--- config.mk ---
export PLATFORM = sky130hd
export DESIGN_NAME = binary_tree_order_walker_top
export DESIGN_NICKNAME = d
export VERILOG_FILES = /design/src/btow_pkg.sv /design/src/btow_ram.sv /design/src/binary_tree_order_walker_top.sv
export VERILOG_INCLUDE_DIRS = /design/src /design/src/src
export SDC_FILE = /design/constraint.sdc
export NUM_CORES = 1
export LEC_CHECK = 0
export ABC_CLOCK_PERIOD_IN_PS = 8720
export BUFFER_PORTS_ARGS = -buffer_cell sky130_fd_sc_hd__buf_4
export CAP_MARGIN = 10
export CORE_ASPECT_RATIO = 0.8
export CORE_MARGIN = 4
export CORE_UTILIZATION = 59
export DETAILED_ROUTE_END_ITERATION = 8
export GPL_TIMING_DRIVEN = 0
export PLACE_DENSITY = 0.73
export SLEW_MARGIN = 15
export SYNTH_ARGS = -nofsm -noshare
export SYNTH_HDL_FRONTEND = slang
export SYNTH_SLANG_ARGS = --single-unit
--- constraint.sdc ---
create_clock -name i_clk -period 8.72 [get_ports i_clk]
set_input_delay 1.744 -clock i_clk [delete_from_list [all_inputs] [get_ports i_clk]]
set_output_delay 1.744 -clock i_clk [all_outputs]
set_load 0.005 [all_outputs]
--- src/binary_tree_order_walker_top_assert.svh ---
// assertion macros for the binary tree order walker
// used by binary_tree_order_walker_top; needs nothing else
`ifndef BINARY_TREE_ORDER_WALKER_TOP_ASSERT_SVH
`define BINARY_TREE_ORDER_WALKER_TOP_ASSERT_SVH

// condition in the same cycle
`define BTOW_ASSERT_IMPL(label, clk, rst_n, pre, post) \
    label: assert property (@(posedge clk) disable iff (!rst_n) (pre) |-> (post)) \
        else $error("btow check failed");

// condition in the following cycle
`define BTOW_ASSERT_NEXT(label, clk, rst_n, pre, post) \
    label: assert property (@(posedge clk) disable iff (!rst_n) (pre) |=> (post)) \
        else $error("btow check failed");

`endif

--- src/btow_pkg.sv ---
// types and constants of the binary tree order walker
// no dependencies
`timescale 1ns / 1ps

package btow_pkg;

    // request codes carried in the input tuser
    typedef logic [1:0] t_req;
    localparam t_req REQ_CLEAR    = 2'd0;
    localparam t_req REQ_LOAD     = 2'd1;
    localparam t_req REQ_TRAVERSE = 2'd2;

    // traversal order codes
    typedef logic [1:0] t_order;
    localparam t_order ORD_PRE  = 2'd0;
    localparam t_order ORD_IN   = 2'd1;
    localparam t_order ORD_POST = 2'd2;

    // field widths
    localparam int ID_W    = 5;
    localparam int CHILD_W = 6;
    localparam int COUNT_W = 6;
    localparam int S_TDATA_W = 32;
    localparam int M_TDATA_W = 8;

    // results per walk before it is cut off
    localparam int MAX_OUT = 32;

endpackage

--- src/btow_ram.sv ---
// generic simple dual port ram, one write and one registered read port
// no dependencies
`timescale 1ns / 1ps

module btow_ram #(
    parameter int WIDTH = 8,
    parameter int DEPTH = 32
) (
    input  logic                                 i_clk,
    input  logic                                 i_we,
    input  logic [(DEPTH > 1 ? $clog2(DEPTH) : 1)-1:0] i_waddr,
    input  logic [WIDTH-1:0]                     i_wdata,
    input  logic [(DEPTH > 1 ? $clog2(DEPTH) : 1)-1:0] i_raddr,
    output logic [WIDTH-1:0]                     o_rdata
);

    logic [WIDTH-1:0] r_mem [DEPTH];

    // write port and registered read
    always_ff @(posedge i_clk) begin
        if (i_we) begin
            r_mem[i_waddr] <= i_wdata;
        end
        o_rdata <= r_mem[i_raddr];
    end

endmodule

--- src/binary_tree_order_walker_top.sv ---
// Binary tree order walker. A word on the input stream either clears all parent
// marks, loads one node (its left and right child, -1 for none), or starts a
// traversal in pre-, in- or postorder from the lowest-numbered parentless node
// below the given count. A traversal returns one word per visited node, tlast on
// the final one; with no root it returns a single word with tuser (no_root) set.
// Clear and load are taken while idle and can follow back to back. A traversal
// first scans the parent marks one node a cycle, then walks with a stack held
// in memory: expanding a node takes a stack read, a child table read and up to
// three stack writes through the single write port, and emitting it takes a
// second pop and stack read. No new word is taken during a traversal; a
// finished result waits in the output register without blocking the input.
// needs btow_pkg, btow_ram and binary_tree_order_walker_top_assert.svh
`timescale 1ns / 1ps
`include "binary_tree_order_walker_top_assert.svh"

module binary_tree_order_walker_top
    import btow_pkg::*;
#(
    parameter int NODES = 32
) (
    input  logic                 i_clk,
    input  logic                 i_rst_n,
    // tdata: node_id[4:0], left_child[10:5], right_child[16:11],
    //        node_count[22:17], order[24:23], zero fill above
    input  logic                 s_axis_tvalid,
    output logic                 s_axis_tready,
    input  logic [S_TDATA_W-1:0] s_axis_tdata,
    // tuser: req_type[1:0]
    input  logic [1:0]           s_axis_tuser,
    output logic                 m_axis_tvalid,
    input  logic                 m_axis_tready,
    // tdata: visited_node[4:0], order_done[6:5], zero fill above
    output logic [M_TDATA_W-1:0] m_axis_tdata,
    output logic                 m_axis_tlast,
    // tuser: no_root[0]
    output logic [0:0]           m_axis_tuser
);

    localparam int NW      = (NODES > 1) ? $clog2(NODES) : 1;
    localparam int CW      = $clog2(NODES + 1);
    localparam int POP_LIM = 4 * NODES + 4;
    localparam int PW      = $clog2(POP_LIM + 1);
    localparam int KW      = $clog2(MAX_OUT + 1);
    localparam int EW      = NW + 1;

    typedef enum logic [3:0] {
        ST_IDLE, ST_SEARCH, ST_NOROOT, ST_POP, ST_STK, ST_TBL, ST_PUSH, ST_EMIT, ST_FIN
    } t_state;

    // stack entry: expanded flag over node id
    typedef struct packed {
        logic          expanded;
        logic [NW-1:0] node;
    } t_entry;

    // input word fields
    t_req                 in_req;
    logic [ID_W-1:0]      in_nid;
    logic [CHILD_W-1:0]   in_left;
    logic [CHILD_W-1:0]   in_right;
    logic [COUNT_W-1:0]   in_cnt;
    t_order               in_ord;
    logic                 in_acc;
    logic                 out_free;

    assign in_req   = s_axis_tuser;
    assign in_nid   = s_axis_tdata[4:0];
    assign in_left  = s_axis_tdata[10:5];
    assign in_right = s_axis_tdata[16:11];
    assign in_cnt   = s_axis_tdata[22:17];
    assign in_ord   = s_axis_tdata[24:23];

    t_state               r_state, n_state;
    t_order               r_ord, n_ord;
    logic [CW-1:0]        r_cnt, n_cnt;
    logic [CW-1:0]        r_idx, n_idx;
    logic [NW-1:0]        r_root, n_root;
    logic [CW-1:0]        r_sp, n_sp;
    logic [PW-1:0]        r_pops, n_pops;
    logic [KW-1:0]        r_k, n_k;
    logic [NW-1:0]        r_ent, n_ent;
    logic [2:0]           r_slot_v, n_slot_v;
    t_entry [2:0]         r_slot, n_slot;
    logic [1:0]           r_j, n_j;
    logic                 r_pend_v, n_pend_v;
    logic [NW-1:0]        r_pend, n_pend;
    logic [NODES-1:0]     r_hp, n_hp;
    logic                 r_m_valid, n_m_valid;
    logic [ID_W-1:0]      r_m_node, n_m_node;
    t_order               r_m_ord, n_m_ord;
    logic                 r_m_last, n_m_last;
    logic                 r_m_noroot, n_m_noroot;

    // memory ports
    logic                 tbl_we;
    logic [NW-1:0]        tbl_wa, tbl_ra;
    logic [2*CHILD_W-1:0] tbl_wd, tbl_rd;
    logic                 stk_we;
    logic [NW-1:0]        stk_wa, stk_ra;
    t_entry               stk_wd, stk_rd;

    // child decode helpers
    logic [6:0]           nid_x;
    logic                 ld_ok, ld_lv, ld_rv;
    logic [CHILD_W-1:0]   tb_left, tb_right;
    logic                 tb_lv, tb_rv;
    t_entry               e_self, e_left, e_right;
    logic [6:0]           cnt_x;
    logic [6:0]           node_x;

    btow_ram #(.WIDTH(2 * CHILD_W), .DEPTH(NODES)) u_tbl (
        .i_clk   (i_clk),
        .i_we    (tbl_we),
        .i_waddr (tbl_wa),
        .i_wdata (tbl_wd),
        .i_raddr (tbl_ra),
        .o_rdata (tbl_rd)
    );

    btow_ram #(.WIDTH(EW), .DEPTH(NODES)) u_stk (
        .i_clk   (i_clk),
        .i_we    (stk_we),
        .i_waddr (stk_wa),
        .i_wdata (stk_wd),
        .i_raddr (stk_ra),
        .o_rdata (stk_rd)
    );

    assign s_axis_tready = (r_state == ST_IDLE);
    assign in_acc        = s_axis_tvalid && s_axis_tready;
    assign out_free      = !r_m_valid || m_axis_tready;

    // load decode: children are nodes only when non-negative and below NODES
    assign nid_x  = 7'(in_nid);
    assign ld_ok  = nid_x < 7'(NODES);
    assign ld_lv  = !in_left[CHILD_W-1] && (7'(in_left) < 7'(NODES));
    assign ld_rv  = !in_right[CHILD_W-1] && (7'(in_right) < 7'(NODES));
    assign cnt_x  = 7'(in_cnt);

    // table read decode for expansion
    assign tb_left  = tbl_rd[CHILD_W-1:0];
    assign tb_right = tbl_rd[2*CHILD_W-1:CHILD_W];
    assign tb_lv    = !tb_left[CHILD_W-1] && (7'(tb_left) < 7'(NODES));
    assign tb_rv    = !tb_right[CHILD_W-1] && (7'(tb_right) < 7'(NODES));
    assign e_self   = '{expanded: 1'b1, node: r_ent};
    assign e_left   = '{expanded: 1'b0, node: tb_left[NW-1:0]};
    assign e_right  = '{expanded: 1'b0, node: tb_right[NW-1:0]};

    // table write from loads, reads follow the popped stack entry
    assign tbl_we = in_acc && (in_req == REQ_LOAD) && ld_ok;
    assign tbl_wa = nid_x[NW-1:0];
    assign tbl_wd = {in_right, in_left};
    assign tbl_ra = stk_rd.node;
    assign stk_ra = NW'(r_sp - CW'(1));

    // next state and datapath
    always_comb begin
        n_state    = r_state;
        n_ord      = r_ord;
        n_cnt      = r_cnt;
        n_idx      = r_idx;
        n_root     = r_root;
        n_sp       = r_sp;
        n_pops     = r_pops;
        n_k        = r_k;
        n_ent      = r_ent;
        n_slot_v   = r_slot_v;
        n_slot     = r_slot;
        n_j        = r_j;
        n_pend_v   = r_pend_v;
        n_pend     = r_pend;
        n_hp       = r_hp;
        n_m_valid  = r_m_valid && !m_axis_tready;
        n_m_node   = r_m_node;
        n_m_ord    = r_m_ord;
        n_m_last   = r_m_last;
        n_m_noroot = r_m_noroot;
        stk_we     = 1'b0;
        stk_wa     = r_sp[NW-1:0];
        stk_wd     = r_slot[r_j];
        node_x     = 7'(r_pend);

        unique case (r_state)
            ST_IDLE: begin
                if (in_acc) begin
                    unique case (in_req)
                        REQ_CLEAR: begin
                            n_hp = '0;
                        end
                        REQ_LOAD: begin
                            if (ld_ok && ld_lv) n_hp[in_left[NW-1:0]] = 1'b1;
                            if (ld_ok && ld_rv) n_hp[in_right[NW-1:0]] = 1'b1;
                        end
                        REQ_TRAVERSE: begin
                            n_ord   = (in_ord == 2'd3) ? ORD_PRE : in_ord;
                            n_cnt   = (cnt_x > 7'(NODES)) ? CW'(NODES) : CW'(cnt_x);
                            n_idx   = '0;
                            n_state = ST_SEARCH;
                        end
                        default: begin
                        end
                    endcase
                end
            end
            // scan parent marks one node a cycle
            ST_SEARCH: begin
                if (r_idx >= r_cnt) begin
                    n_state = ST_NOROOT;
                end else if (!r_hp[r_idx[NW-1:0]]) begin
                    n_root   = r_idx[NW-1:0];
                    stk_we   = 1'b1;
                    stk_wa   = '0;
                    stk_wd   = '{expanded: 1'b0, node: r_idx[NW-1:0]};
                    n_sp     = CW'(1);
                    n_pops   = '0;
                    n_k      = '0;
                    n_pend_v = 1'b0;
                    n_state  = ST_POP;
                end else begin
                    n_idx = r_idx + CW'(1);
                end
            end
            ST_NOROOT: begin
                if (out_free) begin
                    n_m_valid  = 1'b1;
                    n_m_node   = '0;
                    n_m_ord    = r_ord;
                    n_m_last   = 1'b1;
                    n_m_noroot = 1'b1;
                    n_state    = ST_IDLE;
                end
            end
            // pop the top entry, its read address is r_sp - 1
            ST_POP: begin
                if ((r_sp != '0) && (r_k < KW'(MAX_OUT)) && (r_pops < PW'(POP_LIM))) begin
                    n_sp    = r_sp - CW'(1);
                    n_pops  = r_pops + PW'(1);
                    n_state = ST_STK;
                end else begin
                    n_state = ST_FIN;
                end
            end
            // stack data is here; child table read issued on its node
            ST_STK: begin
                n_ent   = stk_rd.node;
                n_state = stk_rd.expanded ? ST_EMIT : ST_TBL;
            end
            // children are here: order the pushes
            ST_TBL: begin
                unique case (r_ord)
                    ORD_IN: begin
                        n_slot   = {e_left, e_self, e_right};
                        n_slot_v = {tb_lv, 1'b1, tb_rv};
                    end
                    ORD_POST: begin
                        n_slot   = {e_left, e_right, e_self};
                        n_slot_v = {tb_lv, tb_rv, 1'b1};
                    end
                    default: begin
                        n_slot   = {e_self, e_left, e_right};
                        n_slot_v = {1'b1, tb_lv, tb_rv};
                    end
                endcase
                n_j     = '0;
                n_state = ST_PUSH;
            end
            // one push per cycle through the write port, overflow ends the walk
            ST_PUSH: begin
                if (r_slot_v[r_j] && (r_sp >= CW'(NODES))) begin
                    n_state = ST_FIN;
                end else begin
                    if (r_slot_v[r_j]) begin
                        stk_we = 1'b1;
                        n_sp   = r_sp + CW'(1);
                    end
                    if (r_j == 2'd2) begin
                        n_state = ST_POP;
                    end else begin
                        n_j = r_j + 2'd1;
                    end
                end
            end
            // hold one word back so the final one can carry tlast
            ST_EMIT: begin
                if (!r_pend_v || out_free) begin
                    if (r_pend_v) begin
                        n_m_valid  = 1'b1;
                        n_m_node   = node_x[ID_W-1:0];
                        n_m_ord    = r_ord;
                        n_m_last   = 1'b0;
                        n_m_noroot = 1'b0;
                    end
                    n_pend_v = 1'b1;
                    n_pend   = r_ent;
                    n_k      = r_k + KW'(1);
                    n_state  = ST_POP;
                end
            end
            ST_FIN: begin
                node_x = r_pend_v ? 7'(r_pend) : 7'(r_root);
                if (out_free) begin
                    n_m_valid  = 1'b1;
                    n_m_node   = node_x[ID_W-1:0];
                    n_m_ord    = r_ord;
                    n_m_last   = 1'b1;
                    n_m_noroot = 1'b0;
                    n_pend_v   = 1'b0;
                    n_state    = ST_IDLE;
                end
            end
        endcase
    end

    // state and registered outputs
    always_ff @(posedge i_clk) begin
        if (!i_rst_n) begin
            r_state   <= ST_IDLE;
            r_hp      <= '0;
            r_sp      <= '0;
            r_k       <= '0;
            r_pend_v  <= 1'b0;
            r_m_valid <= 1'b0;
        end else begin
            r_state   <= n_state;
            r_hp      <= n_hp;
            r_sp      <= n_sp;
            r_k       <= n_k;
            r_pend_v  <= n_pend_v;
            r_m_valid <= n_m_valid;
        end
        r_ord      <= n_ord;
        r_cnt      <= n_cnt;
        r_idx      <= n_idx;
        r_root     <= n_root;
        r_pops     <= n_pops;
        r_ent      <= n_ent;
        r_slot_v   <= n_slot_v;
        r_slot     <= n_slot;
        r_j        <= n_j;
        r_pend     <= n_pend;
        r_m_node   <= n_m_node;
        r_m_ord    <= n_m_ord;
        r_m_last   <= n_m_last;
        r_m_noroot <= n_m_noroot;
    end

    assign m_axis_tvalid = r_m_valid;
    assign m_axis_tdata  = {1'b0, r_m_ord, r_m_node};
    assign m_axis_tlast  = r_m_last;
    assign m_axis_tuser  = r_m_noroot;

    // checks
    `BTOW_ASSERT_IMPL(a_sp_bound, i_clk, i_rst_n, 1'b1, r_sp <= CW'(NODES))
    `BTOW_ASSERT_IMPL(a_push_room, i_clk, i_rst_n, stk_we && (r_state == ST_PUSH), r_sp < CW'(NODES))
    `BTOW_ASSERT_IMPL(a_pend_count, i_clk, i_rst_n, r_pend_v, r_k != '0)
    `BTOW_ASSERT_NEXT(a_emit_holds, i_clk, i_rst_n, (r_state == ST_EMIT) && !r_pend_v, r_pend_v)

endmodule

Word level (Yosys, flattened, before mapping)
Memory sizes are Yosys's and may differ from the RTL's. A register that Yosys moved wholly into a read port is not among the register bits.
Cells that the tools add are included.
{"block": "op_classes", "add_sub_neg": 6, "mul": 0, "div_mod_pow": 0, "magnitude_cmp": 16, "eq_ne": 30, "shifts": 0, "n_mux": 90, "n_bitwise": 4, "n_reduce_logical": 50}
{"operator": "$mux W32", "n": 5}
{"operator": "$mux W6", "n": 16}
{"operator": "$or A32 B32 Y32", "n": 2}
{"operator": "$pmux W32 S2", "n": 1}
{"operator": "$mux W5", "n": 8}
{"operator": "$mux W4", "n": 9}
{"operator": "$pmux W18 S2", "n": 1}
{"operator": "$pmux W4 S8", "n": 1}
{"operator": "$lt A6 B6 Y1 const B", "n": 5}
{"operator": "$lt A5 B6 Y1 const B", "n": 4}
{"operator": "$mux W8", "n": 3}
{"operator": "$pmux W6 S2", "n": 2}
{"operator": "$mux W1", "n": 22}
{"operator": "$ne A2 B2 Y1 const B", "n": 11}
{"operator": "$add A6 B1 Y6 const B", "n": 3}
{"operator": "$pmux W6 S3", "n": 1}
{"operator": "$eq A4 B3 Y1 const B", "n": 4}
{"operator": "$pmux W8 S2", "n": 1}
{"operator": "$logic_and A1 B1 Y1", "n": 15}
{"operator": "$pmux W5 S3", "n": 1}
{"operator": "$reduce_and A5 Y1", "n": 3}
{"operator": "$bmux W6 S2", "n": 1}
{"operator": "$mux W2", "n": 6}
{"operator": "$reduce_and A3 Y1", "n": 4}
{"operator": "35 further kinds", "n": 67}
{"block": "word_totals", "reg_bits": 119, "latch_bits": 0, "ramBits": 576, "mem_bits_ro": 0, "input_bits": 38, "output_inout_bits": 12, "n_memories": 2}
{"name": "u_tbl.r_mem", "depth": 32, "word_bits": 12, "rd": 1, "rd_ports_with_merged_regs": 1, "wr": 1, "line": "btow_ram.sv:17", "rtl": "logic [WIDTH-1:0] r_mem [DEPTH];"}
{"name": "u_stk.r_mem", "depth": 32, "word_bits": 6, "rd": 1, "rd_ports_with_merged_regs": 1, "wr": 1, "line": "btow_ram.sv:17"}

Logic depth before layout (Yosys ltp)
Gate-level depths: netlist of the first run.
{"block": "logic_depth", "depth_word": 12, "ltp_mapped": 9}

Hierarchy
A second synthesis of the first run with hierarchy kept.
{"block": "unflattened", "hier_cells": 1807, "area_unflattened_um2": 29195.5}
{"module": "btow_ram (u_tbl)", "instances": 1, "cells_each": 868, "area_per_inst_um2": 15468.6, "seq_area_each_um2": 11771.3}
{"module": "btow_ram (u_stk)", "instances": 1, "cells_each": 323, "area_per_inst_um2": 7589.8, "seq_area_each_um2": 5885.6}
{"module": "binary_tree_order_walker_top", "instances": 1, "cells_each": 616, "area_per_inst_um2": 6137.1, "seq_area_each_um2": 3072.9}

Least setup slack after synthesis of the first run
Ideal clock, no wire load.
{"block": "synth_timing", "path_type": "input port to flip-flop", "from": "input port s_axis_tvalid", "to": "memory u_tbl.r_mem[0][0] in the netlist's numbering (enable)", "setup_time_ns": 0.380, "t_arrival_ns": 3.220, "t_required_ns": 8.340, "path_slack_ns": 5.120, "stages": 6, "path_buffers": 1, "cell_sequence": "nand2_1 nor2_1 nand2_1 or3_1 clkbuf_1 nor2_1"}
{"block": "synth_between", "elab_chain_len": 5}
{"element": "from (decl)", "line": "binary_tree_order_walker_top.sv:25", "rtl": "input logic s_axis_tvalid,"}
{"element": "$logic_and A1 B1 Y1", "line": "binary_tree_order_walker_top.sv:130", "rtl": "assign in_acc = s_axis_tvalid && s_axis_tready;"}
{"element": "$logic_and A1 B1 Y1 (2 in a row)", "line": "binary_tree_order_walker_top.sv:150", "rtl": "assign tbl_we = in_acc && (in_req == REQ_LOAD) && ld_ok;"}
{"element": "$mux W1", "line": "btow_ram.sv:21", "rtl": "if (i_we) begin"}
{"element": "$mux W1 (not written as such)", "line": "btow_ram.sv:22", "rtl": "r_mem[i_waddr] <= i_wdata;"}
{"element": "to (decl)", "line": "btow_ram.sv:17"}
No other way between the ends.

Final worst setup path of the first run
{"block": "layout_timing", "from": "input port s_axis_tvalid", "to": "memory u_tbl.r_mem[1][4] in the netlist's numbering (enable)"}
Same word-level chain as after synthesis.

==> results of run 1 <==
state kept, by name (all words and copies together), names as in the netlist, 8 cells and up:
register,cells
r_hp,32
r_pops,8
r_slot,18
u_stk.r_mem,192
u_tbl.o_rdata,12
u_tbl.r_mem,384
logic make-up after synthesis:
group | Yosys count | share of synthesized area, %
DFF | 713 | 72.1
and+or+nand+nor | 303 | 5.15
muxes | 229 | 16.1
AOI/OAI and AO/OA | 166 | 3.81
buffers and inverters | 104 | 1.62
xor gates and xnor gates | 19 | 0.579
adders and majority gates | 14 | 0.609
other | 1 | 0.0130
per-stage QoR:
stage	hold slack (ns)	setup WS, ns	area, um2	util [%]	std cells
floorplan	0.406	5.12	28700	-	1549
global placement	0.446	4.00	29800	61.8	2218
detailed placement	0.458	3.91	29900	61.9	2221
CTS	0.474	4.54	32100	66.5	2342
global route	0.500	4.39	32200	66.6	2344
finish	0.468	4.56	32200	66.6	2344
placed cells by master (no fill, tap or decap), drive strengths merged, types with 23 or more instances in the layout:
cell type / n
edfxtp: 645
mux4: 184
clkbuf: 146
nor2: 139
buf: 77
dfxtp: 68
a21oi: 47
nand2: 45
o22ai: 35
o21ai: 28
nand3: 26
mux2i: 23
critical path, stage by stage:
cell      delay (ns)
buf_4           0.11
nand2_1         0.10
nor2_1          0.61
nand4b_1        0.67
nor2_1          1.11
layer usage:
| metal | track usage (%) | share of wire, % |
|---|---|---|
| met5 | 0 | 0.021 |
| met4 | 5.28 | 1.8 |
| met3 | 4.56 | 9.8 |
| met2 | 35.1 | 45 |
| met1 | 39.4 | 44 |
power breakdown:
| group | internal (uW) | switching (uW) | total (uW) |
|---|---|---|---|
| clock network | 1670 | 1240 | 2910 |
| logic | 712 | 787 | 1500 |
| registers | 3780 | 55.3 | 3840 |
| total | 6170 | 2080 | 8250 |
path summary, 6_finish.rpt:
check / cells past startpoint / endpoint / from
setup / recovery: 5 / u_tbl.r_mem[1][4] / s_axis_tvalid
setup reg to reg: 9 / u_stk.o_rdata[5] / r_sp[0]
hold / removal: 2 / r_hp[12] / r_hp[12]
hold reg to reg: 2 / r_hp[12] / r_hp[12]
final cells by class:
type | instances | area (um2) | share of cell area, %
flip-flops and latches | 713 | 20700 | 64.4
multi-input cells | 732 | 7630 | 23.7
clock buffers | 93 | 1890 | 5.87
well taps | 629 | 787 | 2.45
plain buffers | 85 | 395 | 1.23
repair buffers | 45 | 360 | 1.12
clock inverters | 28 | 304 | 0.945
inverters | 19 | 71.3 | 0.222
==> results.json, run 1 <==
{
  "clk_pin_slew_ns": 0.06,
  "synthTopCellsByArea": "edfxtp_1, mux4_2, dfxtp_1",
  "io_buffer_count": 40,
  "synthCells": 1549,
  "synthArstFlopShare_pct": 0,
  "critPathMaxFanout": 12,
  "yosysSeqAreaShare_pct": 72.1,
  "crit_type": "primary input to flop",
  "worstMarginPinSlew_ns": 1.23,
  "synth.top_cells.by_count": "edfxtp_1, mux4_2, nor2_1",
  "worstPathRequired_ns": 8.92,
  "yosysMostFrequentCell": "edfxtp_1",
  "hold_violations": 0,
  "grt_pass1_wl_mm": 93.4,
  "area_growth_pct": 11.9,
  "finalMaxSlewViolations": 0,
  "cts.sinks": 713,
  "end_kind": "flop",
  "cts-hold-fix-buffers": 0,
  "yosysWarnings": 0,
  "layout-drive-gt1-share_pct": 24.8,
  "crit_arrival_ns": 4.36,
  "core_area_mm2": 0.0483,
  "dp_hpwl_mm": 41.2,
  "num_io_pins": 50,
  "antenna_found_initial": 2,
  "cp-start-kind": "primary input",
  "grt_pass1_vias": 15000,
  "die_h_um": 205,
  "cts_tree": "built",
  "drtAntennaViolNets": 0,
  "die_area_mm2": 0.0523,
  "p_leak_uw": 0.0102,
  "clk_latency_ns": 0.61,
  "skew_ns": 0.0258,
  "fin_tns_setup_ns": 0,
  "grt_max_degree": 41,
  "grt_usage_pct": 24.3,
  "num_vias": 15300,
  "drc": 0,
  "place_congestion": 0.869,
  "root_buffer": "clkbuf_16",
  "max_freq_mhz": 240,
  "viasPerCell": 6.51,
  "drt_iter0_markers": 2146,
  "ys_ff_latch": 713,
  "wire_per_inst_um": 26.3,
  "p_total_uw": 8250,
  "synth_flop_cell": "edfxtp_1",
  "cts_resized": 0,
  "outcome": "finished clean",
  "synth_edf_count": 645,
  "post_cts_buffers": 0,
  "slew_headroom_pct": 18.0,
  "rsz0062_at_grt": "false",
  "finalNetCount": 1716,
  "drtPass1Iterations": 5,
  "synth_top_area_share_pct": 67.4,
  "diodes": 0,
  "setup_viol": 0,
  "period_needed_ns": 4.16,
  "p_per_area_mw_per_mm2": 256,
  "period_share_pct": 47.7,
  "ff2ff_setup_slack_ns": 4.66,
  "fillCellCount": 3168,
  "start_util_pct": 59.5,
  "worstHoldPathType": "flop to flop",
  "synth_cell_type_count": 69,
  "syn-num-nets": 1601,
  "clock_path_buffers": 3,
  "vdd_drop_max_mv": 0.176,
  "htreeDepth": 3,
  "synth_area_leader_cell": "edfxtp_1",
  "cap_violations": 0,
  "routed_wl_mm": 61.7,
  "syn-mean-instance-area_um2": 18.6,
  "overflow": 0,
  "rows": 72,
  "syn_area_mm2": 0.0287,
  "numCtsBuffers": 68,
  "dieWidth_um": 255
}
Power figures use the tool's default switching activity.
==> run 2: changes to the inputs <==
ABC_AREA = 1   (was not set)
ABC_CLOCK_PERIOD_IN_PS = 4300   (was 8720)
PLACE_DENSITY = 0.72   (was 0.73)
clock period = 4.3 ns   (was 8.72 ns; I/O delays follow)
==> results.json, run 2 <==
{
  "io_buffer_count": 41,
  "drtAntennaViolNets": 0,
  "yosysMostFrequentCell": "edfxtp_1",
  "ys_ff_latch": 713,
  "critical_path.top_delay_family": "buffers and inverters",
  "clock_path_buffers": 3,
  "period_needed_ns": 3.74,
  "num_io_pins": 50,
  "core_area_mm2": 0.0496,
  "period_share_pct": 86.9,
  "rsz0062_at_grt": "false",
  "grt_pass1_wl_mm": 124,
  "synth_flop_cell": "edfxtp_1",
  "critPathMaxFanout": 32,
  "hold_depth": 2,
  "p_per_area_mw_per_mm2": 670,
  "drc": 0,
  "clk_latency_ns": 0.63,
  "crit_type": "flop to flop",
  "crit_chain": "ha_1 > a21o_1 > a21oi_1 > nand3_1 > inv_1 > nand3_2 > buf_2 > o21ai_0 > clkinv_1",
  "final_common_cell": "edfxtp_1",
  "synth_area_leader_cell": "edfxtp_1",
  "outcome": "finished clean",
  "r2r_cells": 9,
  "synth_xor_area_share_pct": 0.322,
  "synth_cell_type_count": 48,
  "whs_ns": 0.468,
  "cts.sinks": 713,
  "drt_iter0_markers": 3325,
  "htreeDepth": 3,
  "grt_max_degree": 38,
  "top_register": "u_tbl.r_mem",
  "final_core_utilization_pct": 66.6,
  "skew_ns": 0.0314,
  "fin_tns_setup_ns": 0,
  "setup_viol": 0,
  "overflow": 0,
  "yosys.area_share.adder_pct": 0.594,
  "vdd_drop_max_mv": 0.520,
  "numCtsBuffers": 68,
  "final_area_mm2": 0.0330,
  "largest_registers": "u_tbl.r_mem (384), u_stk.r_mem (192), r_hp (32)",
  "finalMaxSlewViolations": 0,
  "post_cts_buffers": 0,
  "crit_path_max_incr_delay_ns": 0.93,
  "yosysSeqAreaShare_pct": 70.2,
  "crit_path_top_delay_cell": "clkinv_1",
  "die_h_um": 208,
  "fillCellCount": 3581,
  "hp-start": "r_k[5]",
  "cts_resized": 0,
  "crit_arrival_ns": 3.73,
  "area_growth_pct": 11.9,
  "dieWidth_um": 258,
  "max_freq_mhz": 268,
  "die_area_mm2": 0.0537,
  "syn_area_mm2": 0.0295,
  "rr_startpoint": "r_idx[2]",
  "synth_simple_gate_area_share_pct": 11.5,
  "end_kind": "flop",
  "synthCells": 2477,
  "muxShareOfSynthArea_pct": 0.644,
  "drtPass1Iterations": 6,
  "antenna_found_initial": 1,
  "synth_top_family_by_area": "compound AO/OA/AOI/OAI gates",
  "post_dp_cell_area_mm2": 0.0308,
  "slew_headroom_pct": 22.2,
  "largest_register_ffs": 384,
  "grt_pass1_vias": 20800,
  "synth_top_area_share_pct": 65.6,
  "syn-num-nets": 2529,
  "path_buf_inv": 3,
  "hold_violations": 0,
  "layout-drive-gt1-share_pct": 10.1,
  "dp_hpwl_mm": 53.8,
  "wire_per_inst_um": 25.0,
  "synthArstFlopShare_pct": 0,
  "worstPathRequired_ns": 4.29,
  "finalNetCount": 2647,
  "p_leak_uw": 0.0112,
  "routed_wl_mm": 82.9,
  "ff2ff_setup_slack_ns": 0.56,
  "cap_violations": 0,
  "worstHoldPathType": "flop to flop",
  "worstMarginPinSlew_ns": 1.17,
  "place_congestion": 0.938,
  "regToRegEndpoint": "u_stk.r_mem[16][2]",
  "synthTopCellsByArea": "edfxtp_1, nor2_1, o21ai_0",
  "whs_endpoint": "r_k[5]",
  "grt_usage_pct": 30.6,
  "yosysWarnings": 0,
  "layout_common_cells": "edfxtp_1, nor2_1, o21ai_0",
  "root_buffer": "clkbuf_16",
  "cts-hold-fix-buffers": 0,
  "start_util_pct": 59.5,
  "synth.top_cells.by_count": "edfxtp_1, nor2_1, o21ai_0",
  "synth_edf_count": 645,
  "syn-mean-instance-area_um2": 11.9,
  "num_vias": 21400,
  "clk_pin_slew_ns": 0.06,
  "viasPerCell": 6.46,
  "cts_tree": "built",
  "rows": 73,
  "synth_compound_area_share_pct": 12.8,
  "cp-start-kind": "flop"
}
## run 2: changes by cell type after synthesis, moves of 18 or more
cell      previous run  this run
nor2_1             139       507
o21ai_0             27       313
mux4_2             184         0
inv_1               17       124
nand2_1             45       145
o221ai_1             1        88
nand3_1             26       111
clkbuf_1            53        89
o22ai_1             35        67
o211ai_1             2        28
buf_2               15        40
o32ai_1              1        23
mux2_2              20         0
a21oi_1             47        65
## run 2: stage by stage
step                      cells  total power (uW)  setup slack (ns)
final                      3318             22100             0.563
after global routing       3317             23000             0.317
after CTS                  3317             21700             0.947
after detailed placement   3200             15800             0.846
after global placement     3193             15600             0.714
after floorplan            2477             12900              1.86
## run 2: worst max-delay path by stage
| stage | start | end | cells past startpoint |
|---|---|---|---|
| floorplan | r_idx[0] | r_pops[0] | 10 |
| global placement | s_axis_tvalid | u_tbl.r_mem[8][5] | 7 |
| detailed placement | s_axis_tvalid | u_tbl.r_mem[23][7] | 7 |
| CTS | r_idx[0] | u_stk.r_mem[16][2] | 12 |
| global route | r_idx[0] | u_stk.r_mem[27][2] | 11 |
| finish | r_idx[2] | u_stk.r_mem[16][2] | 9 |
## run 2: cells by family (layout without fill, tap and decap cells)
logic type | Yosys count | after routing
AOI/OAI and AO/OA | 624 | 624
xor gates and xnor gates | 10 | 10
adders and majority gates | 14 | 14
buffers and inverters | 282 | 447
DFF | 713 | 713
muxes | 19 | 19
other | 1 | 2
and+or+nand+nor | 814 | 814
## run 2: report_power, final
group / internal [uW] / total, uW / leakage (uW) / switching, uW
Combinational: 2070 / 7920 / 0.00370 / 5850
Sequential: 8010 / 8270 / 0.00640 / 259
Clock: 3400 / 5940 / 0.00106 / 2540
Total: 13500 / 22100 / 0.0112 / 8650
## run 2: worst register-to-register path, cell delays in order, from the launching register on
cell and delay, ns:
edfxtp_1 0.59, ha_1 0.29, a21o_1 0.19, a21oi_1 0.13, nand3_1 0.17, inv_1 0.11, nand3_2 0.19, buf_2 0.27
o21ai_0 0.24, clkinv_1 0.93
## run 2: final cells by class
cell class	count	area (um2)	area share, %
well taps	675	845	2.56
diodes	1	2.50	0.00758
clock buffers	85	1840	5.57
multi-input cells	1482	7720	23.4
inverters	141	529	1.60
plain buffers	141	621	1.88
flip-flops and latches	713	20700	62.8
repair buffers	48	398	1.21
clock inverters	32	334	1.01
## run 2: layer usage
layer	global-route usage, %	up-vias	wire (um)
met4	9.76	0	2780
met2	43.8	1612	35300
met1	43.6	10300	32300
met3	12.0	243	12600
met5	0	-	0
li1	-	9321	-
